`config.mk`:
```
export PLATFORM = sky130hd
export DESIGN_NAME = short_name_converter_flat
export DESIGN_NICKNAME = d
export VERILOG_FILES = /design/src/hdl/snc_pkg.sv /design/src/hdl/snc_if.sv /design/src/hdl/short_name_converter.sv /design/src/flat_wrapper.sv
export SDC_FILE = /design/constraint.sdc
export NUM_CORES = 1
export LEC_CHECK = 0
export ABC_AREA = 1
export BUFFER_PORTS_ARGS = -buffer_cell sky130_fd_sc_hd__buf_2
export CAP_MARGIN = 20
export CORE_MARGIN = 2
export CORE_UTILIZATION = 58
export DETAILED_ROUTE_END_ITERATION = 8
export PLACE_DENSITY = 0.82
export SYNTH_ARGS = -nofsm -noshare
export SYNTH_HDL_FRONTEND = slang
export SYNTH_SLANG_ARGS = --single-unit
```
`constraint.sdc`:
```
create_clock -name clk -period 4.2 [get_ports clk]
set_clock_uncertainty 0.05 [all_clocks]
set_input_delay 0.21 -clock clk [delete_from_list [all_inputs] [get_ports clk]]
set_output_delay 0.21 -clock clk [all_outputs]
set_load 0.02 [all_outputs]
```
`src/hdl/snc_pkg.sv`:
```
// ----------------------------------------------------------------------------
// snc_pkg: shared constants and helpers for the 8.3 short-name converter
// Character classes, name geometry and counter widths.
// ----------------------------------------------------------------------------
package snc_pkg;

  localparam int CHAR_W    = 8;
  // Name geometry: base bytes 0..7, extension bytes 8..10
  localparam int BASE_MAX  = 8;
  localparam int EXT_MAX   = 3;
  localparam int BASE_LEN  = 8;   // 1..BASE_MAX
  localparam int EXT_LEN   = 3;   // 1..EXT_MAX
  localparam int BASE_IDX_W = $clog2(BASE_MAX);
  localparam int EXT_IDX_W  = $clog2(EXT_MAX);
  localparam int BASE_CNT_W = $clog2(BASE_MAX + 1);
  localparam int EXT_CNT_W  = $clog2(EXT_MAX + 1);

  localparam logic [CHAR_W-1:0] PAD_CHAR  = 8'h20;  // space
  localparam logic [CHAR_W-1:0] DOT_CHAR  = 8'h2E;
  localparam logic [CHAR_W-1:0] NUL_CHAR  = 8'h00;
  localparam logic [CHAR_W-1:0] CASE_DIFF = 8'h20;  // 'a' - 'A'

  typedef logic [CHAR_W-1:0] char_t;

  // Fold a-z to A-Z, everything else passes
  function automatic char_t to_upper(input char_t c);
    char_t r;
    r = c;
    if (c >= "a" && c <= "z") begin
      r = c - CASE_DIFF;
    end
    return r;
  endfunction

  // Legal short-name characters (after upper-casing)
  function automatic logic allowed_char(input char_t c);
    logic ok;
    ok = 1'b0;
    if ((c >= "A" && c <= "Z") || (c >= "0" && c <= "9")) begin
      ok = 1'b1;
    end
    case (c)
      "_", "-", "$", "!", "#", "%", "&", "@", "^", "~": ok = 1'b1;
      default: ;
    endcase
    return ok;
  endfunction

endpackage

```
`src/hdl/snc_if.sv`:
```
// ----------------------------------------------------------------------------
// snc_if: valid/ready channel interfaces for the short-name converter
// One interface for character beats, one for finished-name beats.
// ----------------------------------------------------------------------------
interface snc_in_if;
  logic                 valid;
  logic                 ready;
  snc_pkg::char_t       char_code;
  logic                 last;

  modport source (output valid, char_code, last, input ready);
  modport sink   (input valid, char_code, last, output ready);
endinterface

interface snc_out_if;
  logic                 valid;
  logic                 ready;
  snc_pkg::char_t       base_byte0;
  snc_pkg::char_t       base_byte1;
  snc_pkg::char_t       base_byte2;
  snc_pkg::char_t       base_byte3;
  snc_pkg::char_t       base_byte4;
  snc_pkg::char_t       base_byte5;
  snc_pkg::char_t       base_byte6;
  snc_pkg::char_t       base_byte7;
  snc_pkg::char_t       ext_byte0;
  snc_pkg::char_t       ext_byte1;
  snc_pkg::char_t       ext_byte2;
  logic                 name_ok;

  modport source (output valid, base_byte0, base_byte1, base_byte2, base_byte3,
                  base_byte4, base_byte5, base_byte6, base_byte7,
                  ext_byte0, ext_byte1, ext_byte2, name_ok, input ready);
  modport sink   (input valid, base_byte0, base_byte1, base_byte2, base_byte3,
                  base_byte4, base_byte5, base_byte6, base_byte7,
                  ext_byte0, ext_byte1, ext_byte2, name_ok, output ready);
endinterface

```
`src/hdl/short_name_converter.sv`:
```
// ----------------------------------------------------------------------------
// short_name_converter: builds a space-padded 8.3 name from a character stream
// Upper-cases letters, checks the character set, splits base and extension
// at a single dot and reports the 11 name bytes and a valid flag on last.
// ----------------------------------------------------------------------------
//  channel   dir  payload                                 beat completes
//  in_chan   in   char_code[7:0], last                    valid & ready
//  out_chan  out  base_byte0..7, ext_byte0..2, name_ok    valid & ready
//
//  One character beat per clock while in_chan.ready is high. The result of
//  a beat with last set appears in the output register on the next cycle;
//  the name state clears in the same edge, so the next component can start
//  right away. in_chan.ready drops only while a result is held and
//  out_chan.ready is low. Reset (rst_n low, synchronous) pads the name with
//  spaces and empties the output register.
// ----------------------------------------------------------------------------
module short_name_converter (
  input  logic        clk,
  input  logic        rst_n,
  snc_in_if.sink      in_chan,
  snc_out_if.source   out_chan
);

  // --------------------------------------------------------------------------
  // Name state
  snc_pkg::char_t                      base_r   [snc_pkg::BASE_MAX];
  snc_pkg::char_t                      ext_r    [snc_pkg::EXT_MAX];
  logic [snc_pkg::BASE_CNT_W-1:0]      base_cnt_r;
  logic [snc_pkg::EXT_CNT_W-1:0]       ext_cnt_r;
  logic                                in_ext_r;
  logic                                failed_r;

  snc_pkg::char_t                      base_nxt [snc_pkg::BASE_MAX];
  snc_pkg::char_t                      ext_nxt  [snc_pkg::EXT_MAX];
  logic [snc_pkg::BASE_CNT_W-1:0]      base_cnt_nxt;
  logic [snc_pkg::EXT_CNT_W-1:0]       ext_cnt_nxt;
  logic                                in_ext_nxt;
  logic                                failed_nxt;

  // Output register
  snc_pkg::char_t                      out_base_r [snc_pkg::BASE_MAX];
  snc_pkg::char_t                      out_ext_r  [snc_pkg::EXT_MAX];
  logic                                out_ok_r;
  logic                                out_valid_r;

  logic                                in_fire;
  logic                                out_fire;
  snc_pkg::char_t                      ch;
  logic                                ok_nxt;

  assign in_fire       = in_chan.valid && in_chan.ready;
  assign out_fire      = out_valid_r && out_chan.ready;
  assign in_chan.ready = !out_valid_r || out_chan.ready;
  assign ch            = snc_pkg::to_upper(in_chan.char_code);

  // --------------------------------------------------------------------------
  // Character step: next name state for the incoming character
  always_comb begin
    base_nxt     = base_r;
    ext_nxt      = ext_r;
    base_cnt_nxt = base_cnt_r;
    ext_cnt_nxt  = ext_cnt_r;
    in_ext_nxt   = in_ext_r;
    failed_nxt   = failed_r;
    if (ch != snc_pkg::NUL_CHAR && !failed_r) begin
      if (ch == snc_pkg::DOT_CHAR) begin
        // leading dot or second dot kills the name
        if (in_ext_r || base_cnt_r == '0) begin
          failed_nxt = 1'b1;
        end else begin
          in_ext_nxt = 1'b1;
        end
      end else if (!snc_pkg::allowed_char(ch)) begin
        failed_nxt = 1'b1;
      end else if (!in_ext_r) begin
        if (base_cnt_r >= snc_pkg::BASE_CNT_W'(snc_pkg::BASE_LEN)) begin
          failed_nxt = 1'b1;
        end else begin
          for (int i = 0; i < snc_pkg::BASE_MAX; i++) begin
            if (base_cnt_r[snc_pkg::BASE_IDX_W-1:0] == snc_pkg::BASE_IDX_W'(i)) begin
              base_nxt[i] = ch;
            end
          end
          base_cnt_nxt = base_cnt_r + 1'b1;
        end
      end else begin
        if (ext_cnt_r >= snc_pkg::EXT_CNT_W'(snc_pkg::EXT_LEN)) begin
          failed_nxt = 1'b1;
        end else begin
          for (int i = 0; i < snc_pkg::EXT_MAX; i++) begin
            if (ext_cnt_r[snc_pkg::EXT_IDX_W-1:0] == snc_pkg::EXT_IDX_W'(i)) begin
              ext_nxt[i] = ch;
            end
          end
          ext_cnt_nxt = ext_cnt_r + 1'b1;
        end
      end
    end
    // valid: no failure, non-empty base, no dangling dot
    ok_nxt = !failed_nxt && (base_cnt_nxt != '0) && (!in_ext_nxt || ext_cnt_nxt != '0);
  end

  // --------------------------------------------------------------------------
  // Name state register; cleared after the last beat of a component
  always_ff @(posedge clk) begin
    if (!rst_n || (in_fire && in_chan.last)) begin
      for (int i = 0; i < snc_pkg::BASE_MAX; i++) base_r[i] <= snc_pkg::PAD_CHAR;
      for (int i = 0; i < snc_pkg::EXT_MAX; i++)  ext_r[i]  <= snc_pkg::PAD_CHAR;
      base_cnt_r <= '0;
      ext_cnt_r  <= '0;
      in_ext_r   <= 1'b0;
      failed_r   <= 1'b0;
    end else if (in_fire) begin
      base_r     <= base_nxt;
      ext_r      <= ext_nxt;
      base_cnt_r <= base_cnt_nxt;
      ext_cnt_r  <= ext_cnt_nxt;
      in_ext_r   <= in_ext_nxt;
      failed_r   <= failed_nxt;
    end
  end

  // --------------------------------------------------------------------------
  // Result register
  always_ff @(posedge clk) begin
    if (!rst_n) begin
      out_valid_r <= 1'b0;
    end else if (in_fire && in_chan.last) begin
      out_valid_r <= 1'b1;
    end else if (out_fire) begin
      out_valid_r <= 1'b0;
    end
  end

  always_ff @(posedge clk) begin
    if (in_fire && in_chan.last) begin
      out_base_r <= base_nxt;
      out_ext_r  <= ext_nxt;
      out_ok_r   <= ok_nxt;
    end
  end

  assign out_chan.valid      = out_valid_r;
  assign out_chan.base_byte0 = out_base_r[0];
  assign out_chan.base_byte1 = out_base_r[1];
  assign out_chan.base_byte2 = out_base_r[2];
  assign out_chan.base_byte3 = out_base_r[3];
  assign out_chan.base_byte4 = out_base_r[4];
  assign out_chan.base_byte5 = out_base_r[5];
  assign out_chan.base_byte6 = out_base_r[6];
  assign out_chan.base_byte7 = out_base_r[7];
  assign out_chan.ext_byte0  = out_ext_r[0];
  assign out_chan.ext_byte1  = out_ext_r[1];
  assign out_chan.ext_byte2  = out_ext_r[2];
  assign out_chan.name_ok    = out_ok_r;

  // --------------------------------------------------------------------------
  // Assertions
  a_last_clears: assert property (@(posedge clk) disable iff (!rst_n)
    (in_fire && in_chan.last) |=> (base_cnt_r == '0 && ext_cnt_r == '0 &&
                                   !in_ext_r && !failed_r))
    else $error("name state not cleared after last beat");

  a_last_gives_result: assert property (@(posedge clk) disable iff (!rst_n)
    (in_fire && in_chan.last) |=> out_valid_r)
    else $error("no result after last beat");

  a_base_bound: assert property (@(posedge clk) disable iff (!rst_n)
    base_cnt_r <= snc_pkg::BASE_CNT_W'(snc_pkg::BASE_LEN))
    else $error("base count past limit");

  a_ok_has_base: assert property (@(posedge clk) disable iff (!rst_n)
    (out_valid_r && out_ok_r) |-> (out_base_r[0] != snc_pkg::PAD_CHAR))
    else $error("valid name with empty base");

endmodule
```
`src/flat_wrapper.sv`:
```
// flat-port wrapper written by rule: the top's interface ports become plain ports
module short_name_converter_flat 
  (clk, rst_n, in_chan_valid, in_chan_char_code, in_chan_last, in_chan_ready, out_chan_valid, out_chan_base_byte0, out_chan_base_byte1, out_chan_base_byte2, out_chan_base_byte3, out_chan_base_byte4, out_chan_base_byte5, out_chan_base_byte6, out_chan_base_byte7, out_chan_ext_byte0, out_chan_ext_byte1, out_chan_ext_byte2, out_chan_name_ok, out_chan_ready);
  snc_in_if in_chan_i ();
  snc_out_if out_chan_i ();
  input  logic clk;
  input  logic rst_n;
  input wire logic [$bits(in_chan_i.valid)-1:0] in_chan_valid;
  input wire logic [$bits(in_chan_i.char_code)-1:0] in_chan_char_code;
  input wire logic [$bits(in_chan_i.last)-1:0] in_chan_last;
  output wire logic [$bits(in_chan_i.ready)-1:0] in_chan_ready;
  output wire logic [$bits(out_chan_i.valid)-1:0] out_chan_valid;
  output wire logic [$bits(out_chan_i.base_byte0)-1:0] out_chan_base_byte0;
  output wire logic [$bits(out_chan_i.base_byte1)-1:0] out_chan_base_byte1;
  output wire logic [$bits(out_chan_i.base_byte2)-1:0] out_chan_base_byte2;
  output wire logic [$bits(out_chan_i.base_byte3)-1:0] out_chan_base_byte3;
  output wire logic [$bits(out_chan_i.base_byte4)-1:0] out_chan_base_byte4;
  output wire logic [$bits(out_chan_i.base_byte5)-1:0] out_chan_base_byte5;
  output wire logic [$bits(out_chan_i.base_byte6)-1:0] out_chan_base_byte6;
  output wire logic [$bits(out_chan_i.base_byte7)-1:0] out_chan_base_byte7;
  output wire logic [$bits(out_chan_i.ext_byte0)-1:0] out_chan_ext_byte0;
  output wire logic [$bits(out_chan_i.ext_byte1)-1:0] out_chan_ext_byte1;
  output wire logic [$bits(out_chan_i.ext_byte2)-1:0] out_chan_ext_byte2;
  output wire logic [$bits(out_chan_i.name_ok)-1:0] out_chan_name_ok;
  input wire logic [$bits(out_chan_i.ready)-1:0] out_chan_ready;
  assign in_chan_i.valid = in_chan_valid;
  assign in_chan_i.char_code = in_chan_char_code;
  assign in_chan_i.last = in_chan_last;
  assign in_chan_ready = in_chan_i.ready;
  assign out_chan_valid = out_chan_i.valid;
  assign out_chan_base_byte0 = out_chan_i.base_byte0;
  assign out_chan_base_byte1 = out_chan_i.base_byte1;
  assign out_chan_base_byte2 = out_chan_i.base_byte2;
  assign out_chan_base_byte3 = out_chan_i.base_byte3;
  assign out_chan_base_byte4 = out_chan_i.base_byte4;
  assign out_chan_base_byte5 = out_chan_i.base_byte5;
  assign out_chan_base_byte6 = out_chan_i.base_byte6;
  assign out_chan_base_byte7 = out_chan_i.base_byte7;
  assign out_chan_ext_byte0 = out_chan_i.ext_byte0;
  assign out_chan_ext_byte1 = out_chan_i.ext_byte1;
  assign out_chan_ext_byte2 = out_chan_i.ext_byte2;
  assign out_chan_name_ok = out_chan_i.name_ok;
  assign out_chan_i.ready = out_chan_ready;
  short_name_converter u_core (.clk(clk), .rst_n(rst_n), .in_chan(in_chan_i), .out_chan(out_chan_i));
endmodule
```
; ---- Word level (Yosys, flattened, before mapping)
; Index checks and enable logic that the tools add are counted.
[classes]
n_reduce_logical = 27
order_cmp = 8
div_mod_pow = 0
shifts = 0
add_sub_neg = 3
n_bitwise = 0
mux = 48
mul = 0
n_eq_ne = 20
[op_table]
columns = operator, n
row1 = $mux W64, 5
row2 = $mux W24, 5
row3 = $mux W8, 12
row4 = $eq A8 B6 Y1 const B, 7
row5 = $eq A8 B7 Y1 const B, 4
row6 = $mux W4, 5
row7 = $ge A8 B7 Y1 const B, 2
row8 = $le A8 B7 Y1 const B, 2
row9 = $mux W1, 16
row10 = $eq A3 B3 Y1 const B, 4
row11 = $mux W2, 5
row12 = $reduce_or A10 Y1, 1
row13 = $logic_and A1 B1 Y1, 9
row14 = $ge A8 B6 Y1 const B, 1
row15 = $le A8 B6 Y1 const B, 1
row16 = $reduce_bool A8 Y1, 1
row17 = $sub A8 B6 Y8 const B, 1
row18 = $eq A3 B2 Y1 const B, 2
row19 = $logic_not A1 Y1, 5
row20 = $logic_or A1 B1 Y1, 5
row21 = $add A4 B1 Y4 const B, 1
row22 = $ge A4 B4 Y1 const B, 1
row23 = $logic_not A4 Y1, 1
row24 = $reduce_bool A2 Y1, 2
row25 = 8 further kinds, 8
[totals]
mem_bits_rw = 0
romBits = 0
wordCells = 134
mem_count = 0
in_bits = 13
output_inout_bits = 91
ff_bits = 186
latchBits = 0

; ---- Longest topological paths before layout
[depth]
ltp_word = 16
ltp_mapped = 19
depth_no_buf = 17

; ---- Worst setup path before layout
; No wires, ideal clock.
[synth_path]
path_kind = register -> register
start = register u_core.out_valid_r (netlist: u_core.out_chan.valid)
end = register u_core.out_base_r, in the netlist u_core.out_chan.base_byte0[0], enable pin
path_stages_with_launch = 6
required_time_ns = 3.707
arrival_ns = 2.742
path_slack_ns = 0.965
setup_ns = 0.443
cell_sequence = dfxtp_1 -> nand2_1 -> nand2_1 -> inv_2 -> nand2_1 -> inv_1
[synth_via]
elab_chain_len = 4
[synth_rtl]
columns = element, line_no
row1 = from (decl), short_name_converter.sv:44  ; logic out_valid_r;
row2 = from (signal assigned), short_name_converter.sv:127  ; out_valid_r <= 1'b0;
row3 = from (signal assigned), short_name_converter.sv:129  ; out_valid_r <= 1'b1;
row4 = from (signal assigned), short_name_converter.sv:131  ; out_valid_r <= 1'b0;
row5 = $logic_not A1 Y1, short_name_converter.sv:53  ; assign in_chan.ready = !out_valid_r || out_chan.ready;
row6 = $logic_or A1 B1 Y1, short_name_converter.sv:53
row7 = named net in_chan_ready, flat_wrapper.sv:11  ; output wire logic [$bits(in_chan_i.ready)-1:0] in_chan_ready;
row8 = $logic_and A1 B1 Y1, short_name_converter.sv:51  ; assign in_fire = in_chan.valid && in_chan.ready;
row9 = $logic_and A1 B1 Y1, short_name_converter.sv:136  ; if (in_fire && in_chan.last) begin
row10 = to (signal assigned), short_name_converter.sv:137  ; out_base_r <= base_nxt;
row11 = to (decl), short_name_converter.sv:41  ; snc_pkg::char_t out_base_r [snc_pkg::BASE_MAX];
; The timed path passes the listed nets, and every way through them passes these cells.
; A chain may end at the register's enable or synchronous reset.

==> metrics.md <==
| Metric | Value |
|---|---|
| Worst-path clk slew | `0.07 ns` |
| Postcts setup bufs | `0` |
| Synth async-reset ratio | `0%` |
| EDFF count, synth | `89` |
| Mapped Nets | `989` |
| Synthesis-to-finish area growth | `15.5%` |
| CP Cell Sequence | `buf_2 > inv_1 > a21oi_2 > nand2_2 > a21oi_2 > nand2_1 > nand2_1 > nor2_1 > nor2_1 > nand2_1 > nor2_4 > buf_4 > nand2_1 > o21ai_1 > inv_1` |
| Pwr dens | `452 nW/um^2` |
| TritonCTS clock tree | `done` |
| Tmin final | `3.10 ns` |
| Final Setup Violations | `0` |
| Total Power | `4.19 mW` |
| Synth area leader | `edfxtp_1` |
| Layout Utilization | `69.2%` |
| Final WL | `17900 microns` |
| Initial antenna violation count | `0` |
| Nets | `1073` |
| Outcome | `finished, final reports clean` |
| Min-delay worst type | `in2reg` |
| RSZ-0062 raised after global routing | `no` |
| Cell-internal power | `3.14 mW` |
| Layout cells sized above 1 | `15.6%` |
| Yosys reg bits | `186` |
| Number of routed nets with antenna violations | `0` |
| DIE HEIGHT | `122 microns` |
| Setup TNS | `0 ns` |
| VDD IR max | `0.000296 V` |
| Number of unique standard cell types used by synthesis | `29` |
| Top post-synthesis cells by area | `edfxtp_1 (33%), dfxtp_1 (24%), nand2_1 (9.7%), nor2_1 (6.7%), inv_1 (6.2%)` |
| First-pass GRT wire length | `28800 microns` |
| Die Wd | `122 microns` |
| Startpoint Class | `primary input` |
| Routed vias | `6527` |
| Pleak | `4.66 nW` |
| Crit-path max FO | `17` |
| Net Sw Frac | `25.0%` |
| Part of the Yosys area used for sequential elements | `57.5%` |
| Antenna diodes | `0` |
| Post-CTS resize count | `0` |
| Iteration-0 DRC Markers | `649` |
| Residual DRC | `0` |
| Vias per cell | `5.26` |
| Share of the synthesized area in the top cell type | `33.3%` |
| Worst slew margin | `25.1%` |
| Slowest cell on the critical path | `a21oi_2` |
| Clk sink count | `186` |
| Warnings from Yosys | `0` |
| Final Max Tran Viols | `0` |
| Crit end category | `flop` |
| Max Buffers Root-to-Sink | `2` |
| Largest net degree at the start of global routing | `90` |
| Core outline area | `13400 sq um` |
| Ys flop type | `dfxtp_1` |
| Most used cell, CP | `nand2_1` |
| Port bufs | `103` |
| P_sw | `1.05 mW` |
| Top delay family on crit path | `simple AND/OR/NAND/NOR gates` |
| Post-DR wirelength/cell | `14.4 microns` |
| Worst Tran Pin Value | `1.11 ns` |
| MaxCap Viol Count | `0` |
| Comb pwr share | `10.7%` |
| Final hold vios | `0` |
| Tot GR Track Use | `25.1%` |
| GR Overflow Total | `0` |
| I/O pins | `104` |
| Post-Syn Instances | `968` |
| DP Cell Count | `1208` |
| CTS Buf Count | `17` |
| Final worst path period share | `73.9%` |
| Clock power frac | `40.6%` |
| Worst stage delay on the critical path | `0.57 ns` |
| Worst Path Required | `4.34 ns` |
| First-pass iteration count of the detailed router | `5` |
| Fmax | `322 MHz` |
| Clock insertion delay at the later pin of the skew report | `0.44 ns` |
| Die area | `14800 sq um` |
| Gpl congestion | `0.861` |
| Root Driver | `clkbuf_16` |
| Pre-CTS WS | `0.778 ns` |
| Rows | `42` |
| Sequential share of power | `48.7%` |
| Syn avg cell area | `8.29 sq um` |
| Final worst slack | `1.10 ns` |
| CP Class | `in2reg` |
| Initial Util | `59.9%` |
| Dpl hpwl | `10700 microns` |
| Critical path arrival | `3.24 ns` |
| Fin cells | `1241` |
| # H-tree levels | `4` |
| Number of global-route vias before repair | `6017` |
| Bufs and invs on worst path | `4` |
| Mapped Area | `8030 sq um` |
logic make-up (layout without fill, tap and decap cells):
family	count (synthesis)	after routing	share of synthesized area [%]
adder cells (fa/ha/maj)	8	8	1.25
flip-flops	186	186	57.5
buffers and inverters	186	283	8.95
AO/OA/AOI/OAI	149	149	9.49
AND/OR/NAND/NOR	439	439	22.8
worst register-to-register path, cell delays in order (launching register included):
cell,delay (ns)
dfxtp_1,0.39
nor2_1,0.58
nand2_1,0.15
nor2_1,0.41
nand2_2,0.24
o21ai_1,0.23
inv_1,0.05
cell usage in the layout, fill, tap and decap left out:
cell           netlist  layout
nor3_1               3       3
nand4_1             10      10
nand3b_1             1       1
clkinv_4             0       3
a21oi_2              2       2
nor2_2               1       1
dlygate4sd3_1        0       1
ha_1                 8       8
o21ai_0             39      39
clkinvlp_4           0       1
nand3_1             58      58
nor4_1               2       2
bufinv_16            0       4
clkinv_1             2       4
clkbuf_8             0       1
inv_6                0       3
nand2_1            207     205
a21oi_1             32      32
o211ai_1             1       1
nand2_2              7       9
clkbuf_16            0      17
clkinv_2             0       2
dfxtp_1             97      97
nand2_4              4       4
inv_1              133     132
nor2_1             143     143
buf_4                0       8
o21ai_2              1       1
buf_2               10     103
nand4_2              1       1
o21ai_1             73      73
nor2_4               2       2
a211oi_1             1       1
edfxtp_1            89      89
inv_2                4       4
metrics by stage:
| stage | hold slack [ns] | cell area (sq um) |
|---|---|---|
| floorplan | 0.258 | 8030 |
| global placement | 0.378 | 8630 |
| detailed placement | 0.392 | 8630 |
| CTS | 0.108 | 9270 |
| global route | 0.154 | 9270 |
| finish | 0.118 | 9270 |
cell usage after synthesis, types with 3 or more instances:
master / count
nor2_1: 143
inv_1: 133
o21ai_0: 39
nand2_2: 7
nand2_1: 207
clkbuf_1: 35
nor3_1: 3
edfxtp_1: 89
nand3_1: 58
dfxtp_1: 97
nand2_4: 4
nand4_1: 10
a21oi_1: 32
buf_2: 10
ha_1: 8
o21ai_1: 73
inv_2: 4
per-layer routing:
| layer | up-vias | part of all wire, % | global-route usage [%] |
|---|---|---|---|
| met2 | 241 | 46 | 40.6 |
| met5 | - | 0 | 0 |
| li1 | 3269 | - | - |
| met3 | 45 | 6.1 | 5.06 |
| met4 | 0 | 2.7 | 11.1 |
| met1 | 2972 | 45 | 32.8 |
timing repair:
item,CTS,global route
endpoints found under the hold margin,1,0
setup endpoints to repair,0,0
hold buffers,1,0
path summary, 6_finish.rpt:
| check | startpoint | endpoint | slack, ns | cells past startpoint |
|---|---|---|---|---|
| max | in_chan_char_code[2] | u_core.out_chan.ext_byte1[5] | 1.10 | 15 |
| min | in_chan_last | u_core.out_chan.valid | 0.12 | 5 |
| max reg2reg | u_core.in_ext_r | u_core.out_chan.base_byte6[5] | 1.85 | 6 |
| min reg2reg | u_core.ext_r[15] | u_core.ext_r[15] | 0.40 | 2 |
power groups by stage:
stage | Combinational (mW) | Clock (mW) | Sequential, mW
after floorplan | 0.264 | 0 | 2.13
final | 0.448 | 1.70 | 2.04
after CTS | 0.445 | 1.71 | 2.04
after detailed placement | 0.437 | 0 | 2.08
after global placement | 0.429 | 0 | 2.08
after global routing | 0.502 | 1.79 | 2.05
flip-flops by register name, summed over array words and instances, names as in the netlist:
signal	flops
u_core.base_cnt_r	4
u_core.base_r	64
u_core.ext_cnt_r	2
u_core.ext_r	24
u_core.failed_r	1
u_core.in_ext_r	1
u_core.out_chan.base_byte0	8
u_core.out_chan.base_byte1	8
u_core.out_chan.base_byte2	8
u_core.out_chan.base_byte3	8
u_core.out_chan.base_byte4	8
u_core.out_chan.base_byte5	8
u_core.out_chan.base_byte6	8
u_core.out_chan.base_byte7	8
u_core.out_chan.ext_byte0	8
u_core.out_chan.ext_byte1	8
u_core.out_chan.ext_byte2	8
u_core.out_chan.name_ok	1
u_core.out_chan.valid	1
final cells by class:
class	instances	area [sq um]
Clock buffer	18	439
Clock inverter	14	193
Fill cell	1042	4130
Inverter	139	523
Multi-Input combinational cell	596	2700
Sequential cell	186	4610
Tap cell	176	220
Timing Repair Buffer	112	586
No activity file was read; power rests on OpenSTA's default activity.
